--- config.mk ---
export PLATFORM = sky130hd
export DESIGN_NAME = sorted_priority_queue_top_flat
export DESIGN_NICKNAME = d
export VERILOG_FILES = /design/src/sv/spq_pkg.sv /design/src/sv/spq_if.sv /design/src/sv/sorted_priority_queue_top.sv /design/src/sv/spq_datapath.sv /design/src/sv/spq_ctrl.sv /design/src/flat_wrapper.sv
export SDC_FILE = /design/constraint.sdc
export NUM_CORES = 2
export LEC_CHECK = 0
export BUFFER_PORTS_ARGS = -buffer_cell sky130_fd_sc_hd__clkbuf_2
export CORE_MARGIN = 4
export CORE_UTILIZATION = 55
export CTS_CLUSTER_DIAMETER = 100
export CTS_CLUSTER_SIZE = 16
export DETAILED_ROUTE_END_ITERATION = 7
export GPL_TIMING_DRIVEN = 0
export PLACE_DENSITY = 0.75
export SLEW_MARGIN = 20
export SYNTH_ARGS = -nofsm -noshare
export SYNTH_HDL_FRONTEND = slang
export SYNTH_SLANG_ARGS = --single-unit
export TNS_END_PERCENT = 10
--- constraint.sdc ---
create_clock -name clk -period 9 [get_ports clk]
set_clock_uncertainty 0.2 [all_clocks]
set_input_delay 2.7 -clock clk [delete_from_list [all_inputs] [get_ports clk]]
set_output_delay 2.7 -clock clk [all_outputs]
set_load 0.03 [all_outputs]
--- src/sv/spq_pkg.sv ---
// Shared types and constants for the sorted priority queue.
// No dependencies; used by the interfaces, controller, datapath and top level.
`default_nettype none

package spq_pkg;

  localparam int ID_W      = 32;
  localparam int PRI_W     = 32;
  localparam int CMD_W     = 2;
  localparam int STATUS_W  = 2;
  localparam int CNT_OUT_W = 5;

  localparam logic [CMD_W-1:0] CMD_INSERT = 2'd0;
  localparam logic [CMD_W-1:0] CMD_DELETE = 2'd1;
  localparam logic [CMD_W-1:0] CMD_POP    = 2'd2;

  typedef enum logic [STATUS_W-1:0] {
    ST_OK   = 2'd0,
    ST_MISS = 2'd1,
    ST_FULL = 2'd2,
    ST_NULL = 2'd3
  } status_t;

  typedef struct packed {
    logic [ID_W-1:0]  id;
    logic [PRI_W-1:0] pri;
  } entry_t;

  // pointer update
  typedef enum logic [2:0] {
    P_HOLD  = 3'd0,
    P_ZERO  = 3'd1,
    P_COUNT = 3'd2,
    P_INC   = 3'd3,
    P_DEC   = 3'd4
  } p_op_t;

  typedef enum logic [1:0] {
    CNT_HOLD = 2'd0,
    CNT_INC  = 2'd1,
    CNT_DEC  = 2'd2
  } cnt_op_t;

  // read address relative to the next pointer value
  typedef enum logic [1:0] {
    RD_BELOW = 2'd0,
    RD_AT    = 2'd1,
    RD_ABOVE = 2'd2
  } rd_mode_t;

  typedef struct packed {
    logic     latch_req;
    p_op_t    p_op;
    cnt_op_t  cnt_op;
    logic     rd_en;
    rd_mode_t rd_mode;
    logic     wr_en;
    logic     wr_new;
    logic     set_status;
    status_t  status_val;
    logic     clr_pop;
    logic     cap_pop;
    logic     load_out;
  } dp_cmd_t;

  typedef struct packed {
    logic [CMD_W-1:0] req_cmd;
    logic             id_null;
    logic             cnt_zero;
    logic             cnt_full;
    logic             p_zero;
    logic             p_one;
    logic             p1_lt_cnt;
    logic             p2_lt_cnt;
    logic             pri_less;
    logic             id_match;
  } dp_stat_t;

endpackage

`default_nettype wire

--- src/sv/spq_if.sv ---
// Valid/ready channel interfaces for the sorted priority queue.
// Depends on spq_pkg for field widths.
`default_nettype none

interface spq_in_if;
  logic                           valid;
  logic                           ready;
  logic [spq_pkg::CMD_W-1:0]      command;
  logic [spq_pkg::ID_W-1:0]       object_id;
  logic [spq_pkg::PRI_W-1:0]      priority_req;

  modport source (output valid, command, object_id, priority_req, input ready);
  modport sink   (input valid, command, object_id, priority_req, output ready);
endinterface

interface spq_out_if;
  logic                           valid;
  logic                           ready;
  logic [spq_pkg::STATUS_W-1:0]   status;
  logic [spq_pkg::ID_W-1:0]       popped_id;
  logic [spq_pkg::PRI_W-1:0]      popped_priority;
  logic [spq_pkg::CNT_OUT_W-1:0]  entry_count;

  modport source (output valid, status, popped_id, popped_priority, entry_count,
                  input ready);
  modport sink   (input valid, status, popped_id, popped_priority, entry_count,
                  output ready);
endinterface

`default_nettype wire

--- src/sv/sorted_priority_queue_top.sv ---
// Sorted priority queue: up to DEPTH (id, priority) entries, highest priority
// at the head, arrival order kept among equal priorities.
// Commands arrive on in_ch; one result per command leaves on out_ch through
// an output register, so the next command is taken while a result waits.
// Work per command, N = entries held at the start:
//   insert   : each entry of lower priority moves up one slot;
//              at most N entries move
//   delete   : scan to the match and move the entries above it down, or scan all N
//   pop      : the head is read out and the other N - 1 entries move down
//   null, full, empty or unused command : no memory access
// The entry memory has one read and one write port and moves one entry per cycle.
// One command is worked on at a time; in_ch.ready is high only while idle.
// If out_ch.ready is held low, a finished result waits in the controller and
// no further command is accepted until the output register frees up.
// Reset empties the queue at once; memory contents are left as they are.
// Depends on spq_pkg, spq_if, spq_ctrl and spq_datapath.
`default_nettype none

module sorted_priority_queue_top #(
  parameter int DEPTH = 16
) (
  input  wire logic   clk,
  input  wire logic   rst_n,
  spq_in_if.sink      in_ch,
  spq_out_if.source   out_ch
);

  spq_pkg::dp_cmd_t  dp_cmd;
  spq_pkg::dp_stat_t dp_stat;

  spq_ctrl u_ctrl (
    .clk       (clk),
    .rst_n     (rst_n),
    .in_valid  (in_ch.valid),
    .in_ready  (in_ch.ready),
    .out_valid (out_ch.valid),
    .out_ready (out_ch.ready),
    .stat      (dp_stat),
    .cmd       (dp_cmd)
  );

  spq_datapath #(
    .DEPTH (DEPTH)
  ) u_datapath (
    .clk                 (clk),
    .rst_n               (rst_n),
    .in_command          (in_ch.command),
    .in_object_id        (in_ch.object_id),
    .in_priority_req     (in_ch.priority_req),
    .cmd                 (dp_cmd),
    .stat                (dp_stat),
    .out_status          (out_ch.status),
    .out_popped_id       (out_ch.popped_id),
    .out_popped_priority (out_ch.popped_priority),
    .out_entry_count     (out_ch.entry_count)
  );

  a_no_inc_when_full: assert property (@(posedge clk) disable iff (!rst_n)
    (dp_cmd.cnt_op == spq_pkg::CNT_INC) |-> !dp_stat.cnt_full)
    else $error("entry count grows past DEPTH");

  a_no_dec_when_empty: assert property (@(posedge clk) disable iff (!rst_n)
    (dp_cmd.cnt_op == spq_pkg::CNT_DEC) |-> !dp_stat.cnt_zero)
    else $error("entry count drops below zero");

  a_pop_fields_zero: assert property (@(posedge clk) disable iff (!rst_n)
    (out_ch.valid && (out_ch.status != spq_pkg::ST_OK))
      |-> (out_ch.popped_id == '0) && (out_ch.popped_priority == '0))
    else $error("popped fields set on a failed command");

  a_one_at_a_time: assert property (@(posedge clk) disable iff (!rst_n)
    (in_ch.valid && in_ch.ready) |=> !in_ch.ready)
    else $error("second item accepted while one is in progress");

endmodule

`default_nettype wire

--- src/sv/spq_datapath.sv ---
// Datapath: entry memory, request and result registers, pointer and count.
// Depends on spq_pkg; driven by spq_ctrl through dp_cmd_t.
`default_nettype none

module spq_datapath #(
  parameter int DEPTH = 16
) (
  input  wire logic                          clk,
  input  wire logic                          rst_n,
  input  wire logic [spq_pkg::CMD_W-1:0]     in_command,
  input  wire logic [spq_pkg::ID_W-1:0]      in_object_id,
  input  wire logic [spq_pkg::PRI_W-1:0]     in_priority_req,
  input  wire spq_pkg::dp_cmd_t              cmd,
  output spq_pkg::dp_stat_t                  stat,
  output logic [spq_pkg::STATUS_W-1:0]       out_status,
  output logic [spq_pkg::ID_W-1:0]           out_popped_id,
  output logic [spq_pkg::PRI_W-1:0]          out_popped_priority,
  output logic [spq_pkg::CNT_OUT_W-1:0]      out_entry_count
);

  localparam int CW = $clog2(DEPTH + 1);
  localparam int AW = $clog2(DEPTH);

  logic [spq_pkg::CMD_W-1:0]     req_cmd_r;
  logic [spq_pkg::ID_W-1:0]      req_id_r;
  logic [spq_pkg::PRI_W-1:0]     req_pri_r;
  logic [CW-1:0]                 cnt_r, cnt_nxt;
  logic [CW-1:0]                 p_r, p_nxt;
  logic [CW-1:0]                 rd_ptr;
  logic [CW:0]                   p_plus1, p_plus2;
  logic [AW-1:0]                 rd_addr, wr_addr;
  spq_pkg::entry_t               mem [DEPTH];
  spq_pkg::entry_t               rdata_r;
  spq_pkg::entry_t               wdata;
  spq_pkg::status_t              status_r;
  logic [spq_pkg::ID_W-1:0]      pop_id_r;
  logic [spq_pkg::PRI_W-1:0]     pop_pri_r;
  logic [spq_pkg::STATUS_W-1:0]  out_status_r;
  logic [spq_pkg::ID_W-1:0]      out_id_r;
  logic [spq_pkg::PRI_W-1:0]     out_pri_r;
  logic [spq_pkg::CNT_OUT_W-1:0] out_cnt_r;

  always_comb begin
    unique case (cmd.p_op)
      spq_pkg::P_ZERO:  p_nxt = '0;
      spq_pkg::P_COUNT: p_nxt = cnt_r;
      spq_pkg::P_INC:   p_nxt = p_r + CW'(1);
      spq_pkg::P_DEC:   p_nxt = p_r - CW'(1);
      default:          p_nxt = p_r;
    endcase
  end

  always_comb begin
    unique case (cmd.cnt_op)
      spq_pkg::CNT_INC: cnt_nxt = cnt_r + CW'(1);
      spq_pkg::CNT_DEC: cnt_nxt = cnt_r - CW'(1);
      default:          cnt_nxt = cnt_r;
    endcase
  end

  always_comb begin
    unique case (cmd.rd_mode)
      spq_pkg::RD_BELOW: rd_ptr = p_nxt - CW'(1);
      spq_pkg::RD_ABOVE: rd_ptr = p_nxt + CW'(1);
      default:           rd_ptr = p_nxt;
    endcase
  end

  assign rd_addr = rd_ptr[AW-1:0];
  assign wr_addr = p_r[AW-1:0];
  assign wdata   = cmd.wr_new ? spq_pkg::entry_t'{id: req_id_r, pri: req_pri_r} : rdata_r;
  assign p_plus1 = {1'b0, p_r} + (CW+1)'(1);
  assign p_plus2 = {1'b0, p_r} + (CW+1)'(2);

  always_ff @(posedge clk) begin
    if (!rst_n) begin
      cnt_r <= '0;
      p_r   <= '0;
    end else begin
      cnt_r <= cnt_nxt;
      p_r   <= p_nxt;
    end
  end

  always_ff @(posedge clk) begin
    if (cmd.wr_en) begin
      mem[wr_addr] <= wdata;
    end
    if (cmd.rd_en) begin
      rdata_r <= mem[rd_addr];
    end
  end

  always_ff @(posedge clk) begin
    if (cmd.latch_req) begin
      req_cmd_r <= in_command;
      req_id_r  <= in_object_id;
      req_pri_r <= in_priority_req;
    end
    if (cmd.set_status) begin
      status_r <= cmd.status_val;
    end
    if (cmd.clr_pop) begin
      pop_id_r  <= '0;
      pop_pri_r <= '0;
    end else if (cmd.cap_pop) begin
      pop_id_r  <= rdata_r.id;
      pop_pri_r <= rdata_r.pri;
    end
    if (cmd.load_out) begin
      out_status_r <= status_r;
      out_id_r     <= pop_id_r;
      out_pri_r    <= pop_pri_r;
      out_cnt_r    <= spq_pkg::CNT_OUT_W'(cnt_r);
    end
  end

  assign stat.req_cmd   = req_cmd_r;
  assign stat.id_null   = (req_id_r == '0);
  assign stat.cnt_zero  = (cnt_r == '0);
  assign stat.cnt_full  = (cnt_r == CW'(DEPTH));
  assign stat.p_zero    = (p_r == '0);
  assign stat.p_one     = (p_r == CW'(1));
  assign stat.p1_lt_cnt = (p_plus1 < {1'b0, cnt_r});
  assign stat.p2_lt_cnt = (p_plus2 < {1'b0, cnt_r});
  assign stat.pri_less  = (rdata_r.pri < req_pri_r);
  assign stat.id_match  = (rdata_r.id == req_id_r);

  assign out_status          = out_status_r;
  assign out_popped_id       = out_id_r;
  assign out_popped_priority = out_pri_r;
  assign out_entry_count     = out_cnt_r;

endmodule

`default_nettype wire

--- src/sv/spq_ctrl.sv ---
// Controller state machine: sequences insert, delete and pop over the datapath.
// Depends on spq_pkg; drives spq_datapath through dp_cmd_t.
`default_nettype none

module spq_ctrl (
  input  wire logic              clk,
  input  wire logic              rst_n,
  input  wire logic              in_valid,
  output logic                   in_ready,
  output logic                   out_valid,
  input  wire logic              out_ready,
  input  wire spq_pkg::dp_stat_t stat,
  output spq_pkg::dp_cmd_t       cmd
);

  typedef enum logic [10:0] {
    S_IDLE     = 11'b000_0000_0001,
    S_DECODE   = 11'b000_0000_0010,
    S_INS_RD   = 11'b000_0000_0100,
    S_INS_CMP  = 11'b000_0000_1000,
    S_DEL_RD   = 11'b000_0001_0000,
    S_DEL_CMP  = 11'b000_0010_0000,
    S_POP_RD   = 11'b000_0100_0000,
    S_POP_CAP  = 11'b000_1000_0000,
    S_SH_START = 11'b001_0000_0000,
    S_SHIFT    = 11'b010_0000_0000,
    S_RESP     = 11'b100_0000_0000
  } state_t;

  state_t state_r, state_nxt;
  logic   out_valid_r, out_valid_nxt;

  always_comb begin
    state_nxt      = state_r;
    cmd.latch_req  = 1'b0;
    cmd.p_op       = spq_pkg::P_HOLD;
    cmd.cnt_op     = spq_pkg::CNT_HOLD;
    cmd.rd_en      = 1'b0;
    cmd.rd_mode    = spq_pkg::RD_AT;
    cmd.wr_en      = 1'b0;
    cmd.wr_new     = 1'b0;
    cmd.set_status = 1'b0;
    cmd.status_val = spq_pkg::ST_OK;
    cmd.clr_pop    = 1'b0;
    cmd.cap_pop    = 1'b0;
    cmd.load_out   = 1'b0;
    in_ready       = 1'b0;

    unique case (state_r)
      S_IDLE: begin
        in_ready = 1'b1;
        if (in_valid) begin
          cmd.latch_req = 1'b1;
          cmd.clr_pop   = 1'b1;
          state_nxt     = S_DECODE;
        end
      end
      S_DECODE: begin
        cmd.set_status = 1'b1;
        state_nxt      = S_RESP;
        unique case (stat.req_cmd)
          spq_pkg::CMD_INSERT: begin
            if (stat.id_null) begin
              cmd.status_val = spq_pkg::ST_NULL;
            end else if (stat.cnt_full) begin
              cmd.status_val = spq_pkg::ST_FULL;
            end else begin
              cmd.p_op  = spq_pkg::P_COUNT;
              state_nxt = S_INS_RD;
            end
          end
          spq_pkg::CMD_DELETE: begin
            if (stat.id_null) begin
              cmd.status_val = spq_pkg::ST_NULL;
            end else if (stat.cnt_zero) begin
              cmd.status_val = spq_pkg::ST_MISS;
            end else begin
              cmd.p_op  = spq_pkg::P_ZERO;
              state_nxt = S_DEL_RD;
            end
          end
          spq_pkg::CMD_POP: begin
            if (stat.cnt_zero) begin
              cmd.status_val = spq_pkg::ST_MISS;
            end else begin
              cmd.p_op  = spq_pkg::P_ZERO;
              state_nxt = S_POP_RD;
            end
          end
          default: begin
            cmd.status_val = spq_pkg::ST_OK;
          end
        endcase
      end
      S_INS_RD: begin
        if (stat.p_zero) begin
          cmd.wr_en  = 1'b1;
          cmd.wr_new = 1'b1;
          cmd.cnt_op = spq_pkg::CNT_INC;
          state_nxt  = S_RESP;
        end else begin
          cmd.rd_en   = 1'b1;
          cmd.rd_mode = spq_pkg::RD_BELOW;
          state_nxt   = S_INS_CMP;
        end
      end
      S_INS_CMP: begin
        cmd.wr_en = 1'b1;
        if (stat.pri_less) begin
          // move the lower-priority entry up one slot
          cmd.p_op = spq_pkg::P_DEC;
          if (stat.p_one) begin
            state_nxt = S_INS_RD;
          end else begin
            cmd.rd_en   = 1'b1;
            cmd.rd_mode = spq_pkg::RD_BELOW;
          end
        end else begin
          cmd.wr_new = 1'b1;
          cmd.cnt_op = spq_pkg::CNT_INC;
          state_nxt  = S_RESP;
        end
      end
      S_DEL_RD: begin
        cmd.rd_en   = 1'b1;
        cmd.rd_mode = spq_pkg::RD_AT;
        state_nxt   = S_DEL_CMP;
      end
      S_DEL_CMP: begin
        if (stat.id_match) begin
          state_nxt = S_SH_START;
        end else if (stat.p1_lt_cnt) begin
          cmd.p_op    = spq_pkg::P_INC;
          cmd.rd_en   = 1'b1;
          cmd.rd_mode = spq_pkg::RD_AT;
        end else begin
          cmd.set_status = 1'b1;
          cmd.status_val = spq_pkg::ST_MISS;
          state_nxt      = S_RESP;
        end
      end
      S_POP_RD: begin
        cmd.rd_en   = 1'b1;
        cmd.rd_mode = spq_pkg::RD_AT;
        state_nxt   = S_POP_CAP;
      end
      S_POP_CAP: begin
        cmd.cap_pop = 1'b1;
        state_nxt   = S_SH_START;
      end
      S_SH_START: begin
        if (stat.p1_lt_cnt) begin
          cmd.rd_en   = 1'b1;
          cmd.rd_mode = spq_pkg::RD_ABOVE;
          state_nxt   = S_SHIFT;
        end else begin
          cmd.cnt_op = spq_pkg::CNT_DEC;
          state_nxt  = S_RESP;
        end
      end
      S_SHIFT: begin
        // close the gap: entry above moves down one slot
        cmd.wr_en = 1'b1;
        cmd.p_op  = spq_pkg::P_INC;
        if (stat.p2_lt_cnt) begin
          cmd.rd_en   = 1'b1;
          cmd.rd_mode = spq_pkg::RD_ABOVE;
        end else begin
          cmd.cnt_op = spq_pkg::CNT_DEC;
          state_nxt  = S_RESP;
        end
      end
      S_RESP: begin
        if (!out_valid_r || out_ready) begin
          cmd.load_out = 1'b1;
          state_nxt    = S_IDLE;
        end
      end
      default: begin
        state_nxt = S_IDLE;
      end
    endcase
  end

  always_comb begin
    if (cmd.load_out) begin
      out_valid_nxt = 1'b1;
    end else if (out_ready) begin
      out_valid_nxt = 1'b0;
    end else begin
      out_valid_nxt = out_valid_r;
    end
  end

  always_ff @(posedge clk) begin
    if (!rst_n) begin
      state_r     <= S_IDLE;
      out_valid_r <= 1'b0;
    end else begin
      state_r     <= state_nxt;
      out_valid_r <= out_valid_nxt;
    end
  end

  assign out_valid = out_valid_r;

endmodule

`default_nettype wire

--- src/flat_wrapper.sv ---
// flat-port wrapper written by rule: the top's interface ports become plain ports
module sorted_priority_queue_top_flat 
#(
  parameter int DEPTH = 16
)
  (clk, rst_n, in_ch_valid, in_ch_command, in_ch_object_id, in_ch_priority_req, in_ch_ready, out_ch_valid, out_ch_status, out_ch_popped_id, out_ch_popped_priority, out_ch_entry_count, out_ch_ready);
  spq_in_if in_ch_i ();
  spq_out_if out_ch_i ();
  input  wire logic clk;
  input  wire logic rst_n;
  input wire logic [$bits(in_ch_i.valid)-1:0] in_ch_valid;
  input wire logic [$bits(in_ch_i.command)-1:0] in_ch_command;
  input wire logic [$bits(in_ch_i.object_id)-1:0] in_ch_object_id;
  input wire logic [$bits(in_ch_i.priority_req)-1:0] in_ch_priority_req;
  output wire logic [$bits(in_ch_i.ready)-1:0] in_ch_ready;
  output wire logic [$bits(out_ch_i.valid)-1:0] out_ch_valid;
  output wire logic [$bits(out_ch_i.status)-1:0] out_ch_status;
  output wire logic [$bits(out_ch_i.popped_id)-1:0] out_ch_popped_id;
  output wire logic [$bits(out_ch_i.popped_priority)-1:0] out_ch_popped_priority;
  output wire logic [$bits(out_ch_i.entry_count)-1:0] out_ch_entry_count;
  input wire logic [$bits(out_ch_i.ready)-1:0] out_ch_ready;
  assign in_ch_i.valid = in_ch_valid;
  assign in_ch_i.command = in_ch_command;
  assign in_ch_i.object_id = in_ch_object_id;
  assign in_ch_i.priority_req = in_ch_priority_req;
  assign in_ch_ready = in_ch_i.ready;
  assign out_ch_valid = out_ch_i.valid;
  assign out_ch_status = out_ch_i.status;
  assign out_ch_popped_id = out_ch_i.popped_id;
  assign out_ch_popped_priority = out_ch_i.popped_priority;
  assign out_ch_entry_count = out_ch_i.entry_count;
  assign out_ch_i.ready = out_ch_ready;
  sorted_priority_queue_top #(.DEPTH(DEPTH)) u_core (.clk(clk), .rst_n(rst_n), .in_ch(in_ch_i), .out_ch(out_ch_i));
endmodule
# --- Word level (Yosys, flattened, before mapping) ---
# Memories as Yosys holds them, arrays and structs flattened. A register that Yosys moved wholly into a read port is not among the register bits.
# Cells that the tools add are included.
word_totals:
  out_inout_bits: 73
  mem_count: 1
  in_bits: 70
  latchBits: 0
  regBits: 225
  mem_bits_ro: 0
  ram_bits: 1024
op_classes:
  order_cmp: 3
  reduce_logical: 12
  n_div: 0
  shift: 0
  n_eq_ne: 28
  n_mul: 0
  n_bitwise: 0
  n_mux: 64
  add_sub_neg: 8
memory_table:
  columns: ["name", "depth", "word_bits", "read_ports", "rd_clocked_by_memory_dff", "write_ports", "line", "text"]
  rows:
  - ["u_core.u_datapath.mem", 16, 64, 1, 1, 1, "spq_datapath.sv:32", "spq_pkg::entry_t mem [DEPTH];"]
ops:
  columns: ["op", "n"]
  rows:
  - ["2-to-1 mux 11 bit", 14]
  - ["case mux 11 bit (11 select lines)", 1]
  - ["2-to-1 mux 64 bit", 1]
  - ["case mux 11 bit (3 select lines)", 1]
  - ["equality test 32 bit", 1]
  - ["zero test 32 bit", 1]
  - ["< comparator 32 bit", 1]
  - ["2-to-1 mux 3 bit", 10]
  - ["2-to-1 mux 2 bit", 10]
  - ["case mux 5 bit (4 select lines)", 1]
  - ["case mux 3 bit (6 select lines)", 1]
  - ["2-to-1 mux 1 bit", 16]
  - ["< comparator 6 x 5 -> 1 bit", 2]
  - ["case mux 2 bit (3 select lines)", 2]
  - ["case mux 3 bit (4 select lines)", 1]
  - ["equality test 11 x 1 -> 1 bit, second input constant", 1]
  - ["equality test 11 x 10 -> 1 bit, second input constant", 1]
  - ["equality test 11 bit, second input constant", 1]
  - ["equality test 11 x 2 -> 1 bit, second input constant", 1]
  - ["equality test 11 x 3 -> 1 bit, second input constant", 1]
  - ["equality test 11 x 4 -> 1 bit, second input constant", 1]
  - ["equality test 11 x 5 -> 1 bit, second input constant", 1]
  - ["equality test 11 x 6 -> 1 bit, second input constant", 1]
  - ["equality test 11 x 7 -> 1 bit, second input constant", 1]
  - ["30 further kinds", 43]

# --- Longest topological paths before layout ---
depth:
  word_depth: 9
  depth_mapped: 24

# --- Modules after synthesis ---
# From an unflattened synthesis, not the netlist that was laid out.
hier_totals:
  hier_cells: 3157
  area_unflattened_um2: 53697.8
modules_own_cells:
  columns: ["module", "cells_per_inst", "seq_area_each_um2", "area_per_inst_um2", "instances"]
  rows:
  - ["spq_datapath", 3013, 38326.8, 52628.0, 1]
  - ["spq_ctrl", 144, 240.2, 1069.8, 1]

# --- Worst setup path before layout ---
# Ideal clock, no wire load.
synth_path:
  path_kind: "input to register"
  startpoint: "in out_ch_ready"
  endpoint: "reg u_core.u_datapath.out_cnt_r, in the netlist u_core.u_datapath.out_entry_count[0], enable pin"
  n_path_buf: 0
  setup_slack_ps: 2300
  setup_time_ps: 508
  required_ps: 8292
  path_stages: 2
  arrival_ps: 5991
  path_cell_list: "nand2b_1 > nor2b_1"
synth_lines:
  columns: ["item", "line", "text"]
  rows:
  - ["from (decl)", "flat_wrapper.sv:21", "input wire logic [$bits(out_ch_i.ready)-1:0] out_ch_ready;"]
  - ["to (signal assigned)", "spq_datapath.sv:114", "out_cnt_r <= spq_pkg::CNT_OUT_W'(cnt_r);"]
  - ["to (decl)", "spq_datapath.sv:41", "logic [spq_pkg::CNT_OUT_W-1:0] out_cnt_r;"]

# --- Worst setup path after layout ---
layout_path:
  startpoint: "reg, netlist name u_core.u_datapath.rdata_r[31]"
  endpoint: "reg, netlist name u_core.u_datapath.rdata_r[61]"
layout_via:
  elab_chain_len: 7
layout_rtl:
  columns: ["item", "line", "text"]
  rows:
  - ["< comparator 32 bit *", "spq_datapath.sv:126", "assign stat.pri_less = (rdata_r.pri < req_pri_r);"]
  - ["2-to-1 mux 3 bit", "spq_ctrl.sv:109", "if (stat.pri_less) begin"]
  - ["case mux 3 bit (4 select lines)", "spq_ctrl.sv:49", "unique case (state_r)"]
  - ["equality test 3 bit (tied with other cells)", "spq_datapath.sv:44", "unique case (cmd.p_op)"]
  - ["case mux 5 bit (4 select lines)", "spq_datapath.sv:44", null]
  - ["adder 4 x 1 -> 4 bit or subtractor 4 x 1 -> 4 bit (tied branches)", "spq_datapath.sv:64, spq_datapath.sv:63", null]
  - ["case mux 4 bit (2 select lines)", "spq_datapath.sv:62", "unique case (cmd.rd_mode)"]
# Every way passes the cells marked *; elsewhere a longest branch is shown, timed or not.
# A chain may end at the register's enable or synchronous reset.

==> flow_summary.yaml <==
clock_network:
  cts.repair.resized: 0
  cts.sinks: 1313
  cts_tree: "built"
  clk_pin_slew_ns: 0.07
  clk_latency_ns: 0.70
  cts_hold_buf: 0
  cts_root_buf: "clkbuf_16"
  cts-buffers-inserted: 92
  clk_path_buf_depth: 3
  h-tree-depth: 3
  post_cts_buffers: 0
setup_path:
  critPathMaxFanout: 10
  required_ns: 9.23
  crit_path_end_kind: "register"
  path_delay_family: "buffers and inverters"
  cp_slowest_cell: "clkbuf_1"
  start_kind: "register"
  crit_arrival_ns: 8.27
  crit_type: "register to register"
  critPathBufInv: 5
  critical-path-top-cell-by-count: "buf_4"
  cp_slowest_stage_delay_ns: 0.82
  path_cells: "ha_1 > nand4_1 > nor3_1 > a221oi_1 > o21ai_0 > a211oi_4 > nor2_1 > a211o_1 > buf_4 > buf_4 > buf_4 > xnor2_1 > ha_1 > o211ai_1 > nand2b_1 > buf_2 > clkbuf_1 > o22ai_1 > nor3_1 > mux2i_1 > mux2i_1"
yosys:
  ys_ff_latch: 1313
  syn_inst: 4063
  synth-edff-count: 1227
  synthArstFlopShare_pct: 0
  syn-mean-instance-area_um2: 14.4
  synthTopCellsByArea: "edfxtp_1 (63%), mux2i_1 (12%), o22ai_1 (5.5%), a22o_1 (3.8%), dfxtp_1 (2.9%)"
  seq_area_frac_synth_pct: 66.0
  synthFlopType: "edfxtp_1"
  synth_cell_types: 75
  syn_area_mm2: 0.0584
  syn_nets: 4187
  yosysWarnings: 0
  synth_top_area_share_pct: 63.1
  yosys.area.top_type: "edfxtp_1"
drt:
  dr_wl_met3_um: 18400
  drt_iter0_markers: 5470
  wl_per_cell_um: 29.5
  vias_per_cell: 6.83
  route.vias.total: 39800
  drtAntennaViolNets: 0
  drt_pass1_iterations: 6
  routed_wl_um: 172000
  route.met2.wl_um: 78700
  routed.top_layer: "met5"
  drc: 0
  met1_length_um: 63700
floorplanning:
  die_x_um: 334
  core_area_mm2: 0.105
  rows: 119
  io_pins: 143
  die-area_mm2: 0.111
  start_util_pct: 55.4
  die_h_um: 334
sta:
  final-setup-viol-count: 0
  period_share_pct: 89.4
  tightest_slew_ns: 1.26
  setup_tns_ns: 0
  setup_slack_ns: 0.958
  period_minus_slack_ns: 8.04
  fmax_mhz: 124
  rsz0062_at_grt: "false"
  final-hold-violation-count: 0
  finalMaxSlewViolations: 0
  relSlewSlack_pct: 15.8
grt:
  grt_pass1_wl_um: 246000
  grt_max_degree: 43
  grt.overflow.total: 0
  grt_pass1_vias: 39000
  grtUsageTotal_pct: 29.8
  antenna_found_initial: 3
placement:
  dpl_cell_area_mm2: 0.0625
  place_inst: 5680
  place.gp.congestion: 0.862
  portBuffers: 142
  dp_slack_ns: 1.08
  dp_hpwl_um: 118000
layout:
  diodes: 0
  fin_nets: 4507
  post-route-util_pct: 61.8
  regArea_mm2: 0.0386
  fillers: 7768
  design_area_mm2: 0.0651
  area_growth_pct: 11.5
  multi_input_area_mm2: 0.0182
  stdcell_count: 5824
  layout-drive-gt1-share_pct: 12.2
min_path:
  worst_hold_path_type: "register to register"
power:
  power_leakage_nw: 25.5
  power_per_cell_area_mw_per_mm2: 171
  peakVddDrop_mv: 0.158
run:
  cap_violations: 0
outcome:
  status: "complete, no violations"
[routing by layer]
| layer | track usage [%] | up-vias |
|---|---|---|
| met5 | 0 | - |
| met4 | 17.9 | 2 |
| met3 | 6.28 | 475 |
| met2 | 46.9 | 2538 |
| met1 | 38.3 | 19900 |
| li1 | - | 16900 |
[cells by family after synthesis]
family,Yosys count,share of synthesized area [%]
xor+xnor,47,0.737
buf+inv,335,3.04
fa+ha+maj,55,1.19
simple gates,616,4.98
flops,1313,66.0
mux,738,12.7
compound gates,959,11.3
[final timing paths]
path / to / cells after the start / startpoint / slack (ns)
setup / recovery: u_core.u_datapath.rdata_r[61] / 21 / u_core.u_datapath.rdata_r[31] / 0.96
hold / removal: u_core.u_datapath.out_popped_priority[18] / 0 / u_core.u_datapath.pop_pri_r[18] / 0.23
setup reg to reg: u_core.u_datapath.rdata_r[61] / 21 / u_core.u_datapath.rdata_r[31] / 0.96
hold reg to reg: u_core.u_datapath.out_popped_priority[18] / 0 / u_core.u_datapath.pop_pri_r[18] / 0.23
[cell usage after synthesis (8+ instances only)]
master    count
edfxtp_1   1227
mux2i_1     705
o22ai_1     513
nor3_1      260
a22o_1      256
nand2_1     202
clkbuf_1    136
a21oi_1      93
dfxtp_1      86
nor2_1       63
buf_2        60
ha_1         53
inv_1        46
o21ai_0      45
xor2_1       39
buf_4        37
mux2_2       33
buf_1        22
nor4_1       19
buf_6        14
nand4_1      12
nand3_1      11
a21o_1        8
[registers in the layout, summed over array words and instances, names as in the netlist]
signal	count
u_core.u_datapath.out_popped_priority	32
u_core.u_datapath.out_status	2
u_core.u_datapath.rdata_r	64
u_core.u_datapath.pop_pri_r	32
u_core.u_datapath.mem	1024
u_core.u_datapath.out_entry_count	5
u_core.u_datapath.out_popped_id	32
u_core.u_datapath.pop_id_r	32
u_core.u_datapath.req_pri_r	32
u_core.u_datapath.req_cmd_r	2
u_core.u_ctrl.out_valid	1
u_core.u_datapath.req_id_r	32
u_core.u_datapath.cnt_r	5
u_core.u_ctrl.state_r	11
u_core.u_datapath.p_r	5
u_core.u_datapath.status_r	2
[report_power, final]
| part | internal (W) | leakage, nW | switching [W] |
|---|---|---|---|
| clock | 0.00192 | 1.25 | 0.00205 |
| sequential | 0.00663 | 11.8 | 0.0000312 |
| combinational | 0.000189 | 12.4 | 0.000306 |
[placed cells by master (no fill, tap or decap), types with 53 or more instances in the layout]
cell	count
a21oi_1	93
a22o_1	256
buf_2	60
buf_4	61
clkbuf_1	172
clkbuf_16	93
clkbuf_2	149
dfxtp_1	86
edfxtp_1	1227
ha_1	53
mux2i_1	705
nand2_1	202
nor3_1	260
o22ai_1	513
[stage by stage]
step | total power, W | hold WS [ns]
CTS | 0.0111 | 0.233
finish | 0.0111 | 0.229
global route | 0.0114 | 0.245
detailed placement | 0.00729 | 0.215
floorplan | 0.00711 | 0.200
global placement | 0.00727 | 0.207
[area by class of cell]
type	count	area share (%)
plain buffers	287	2.47
clock buffers	136	3.82
clock inverters	8	0.186
inverters	48	0.277
multi-input cells	2415	28.0
flip-flops and latches	1313	59.2
well taps	1391	2.67
repair buffers	226	3.35
(Power assumes the default switching activity.)
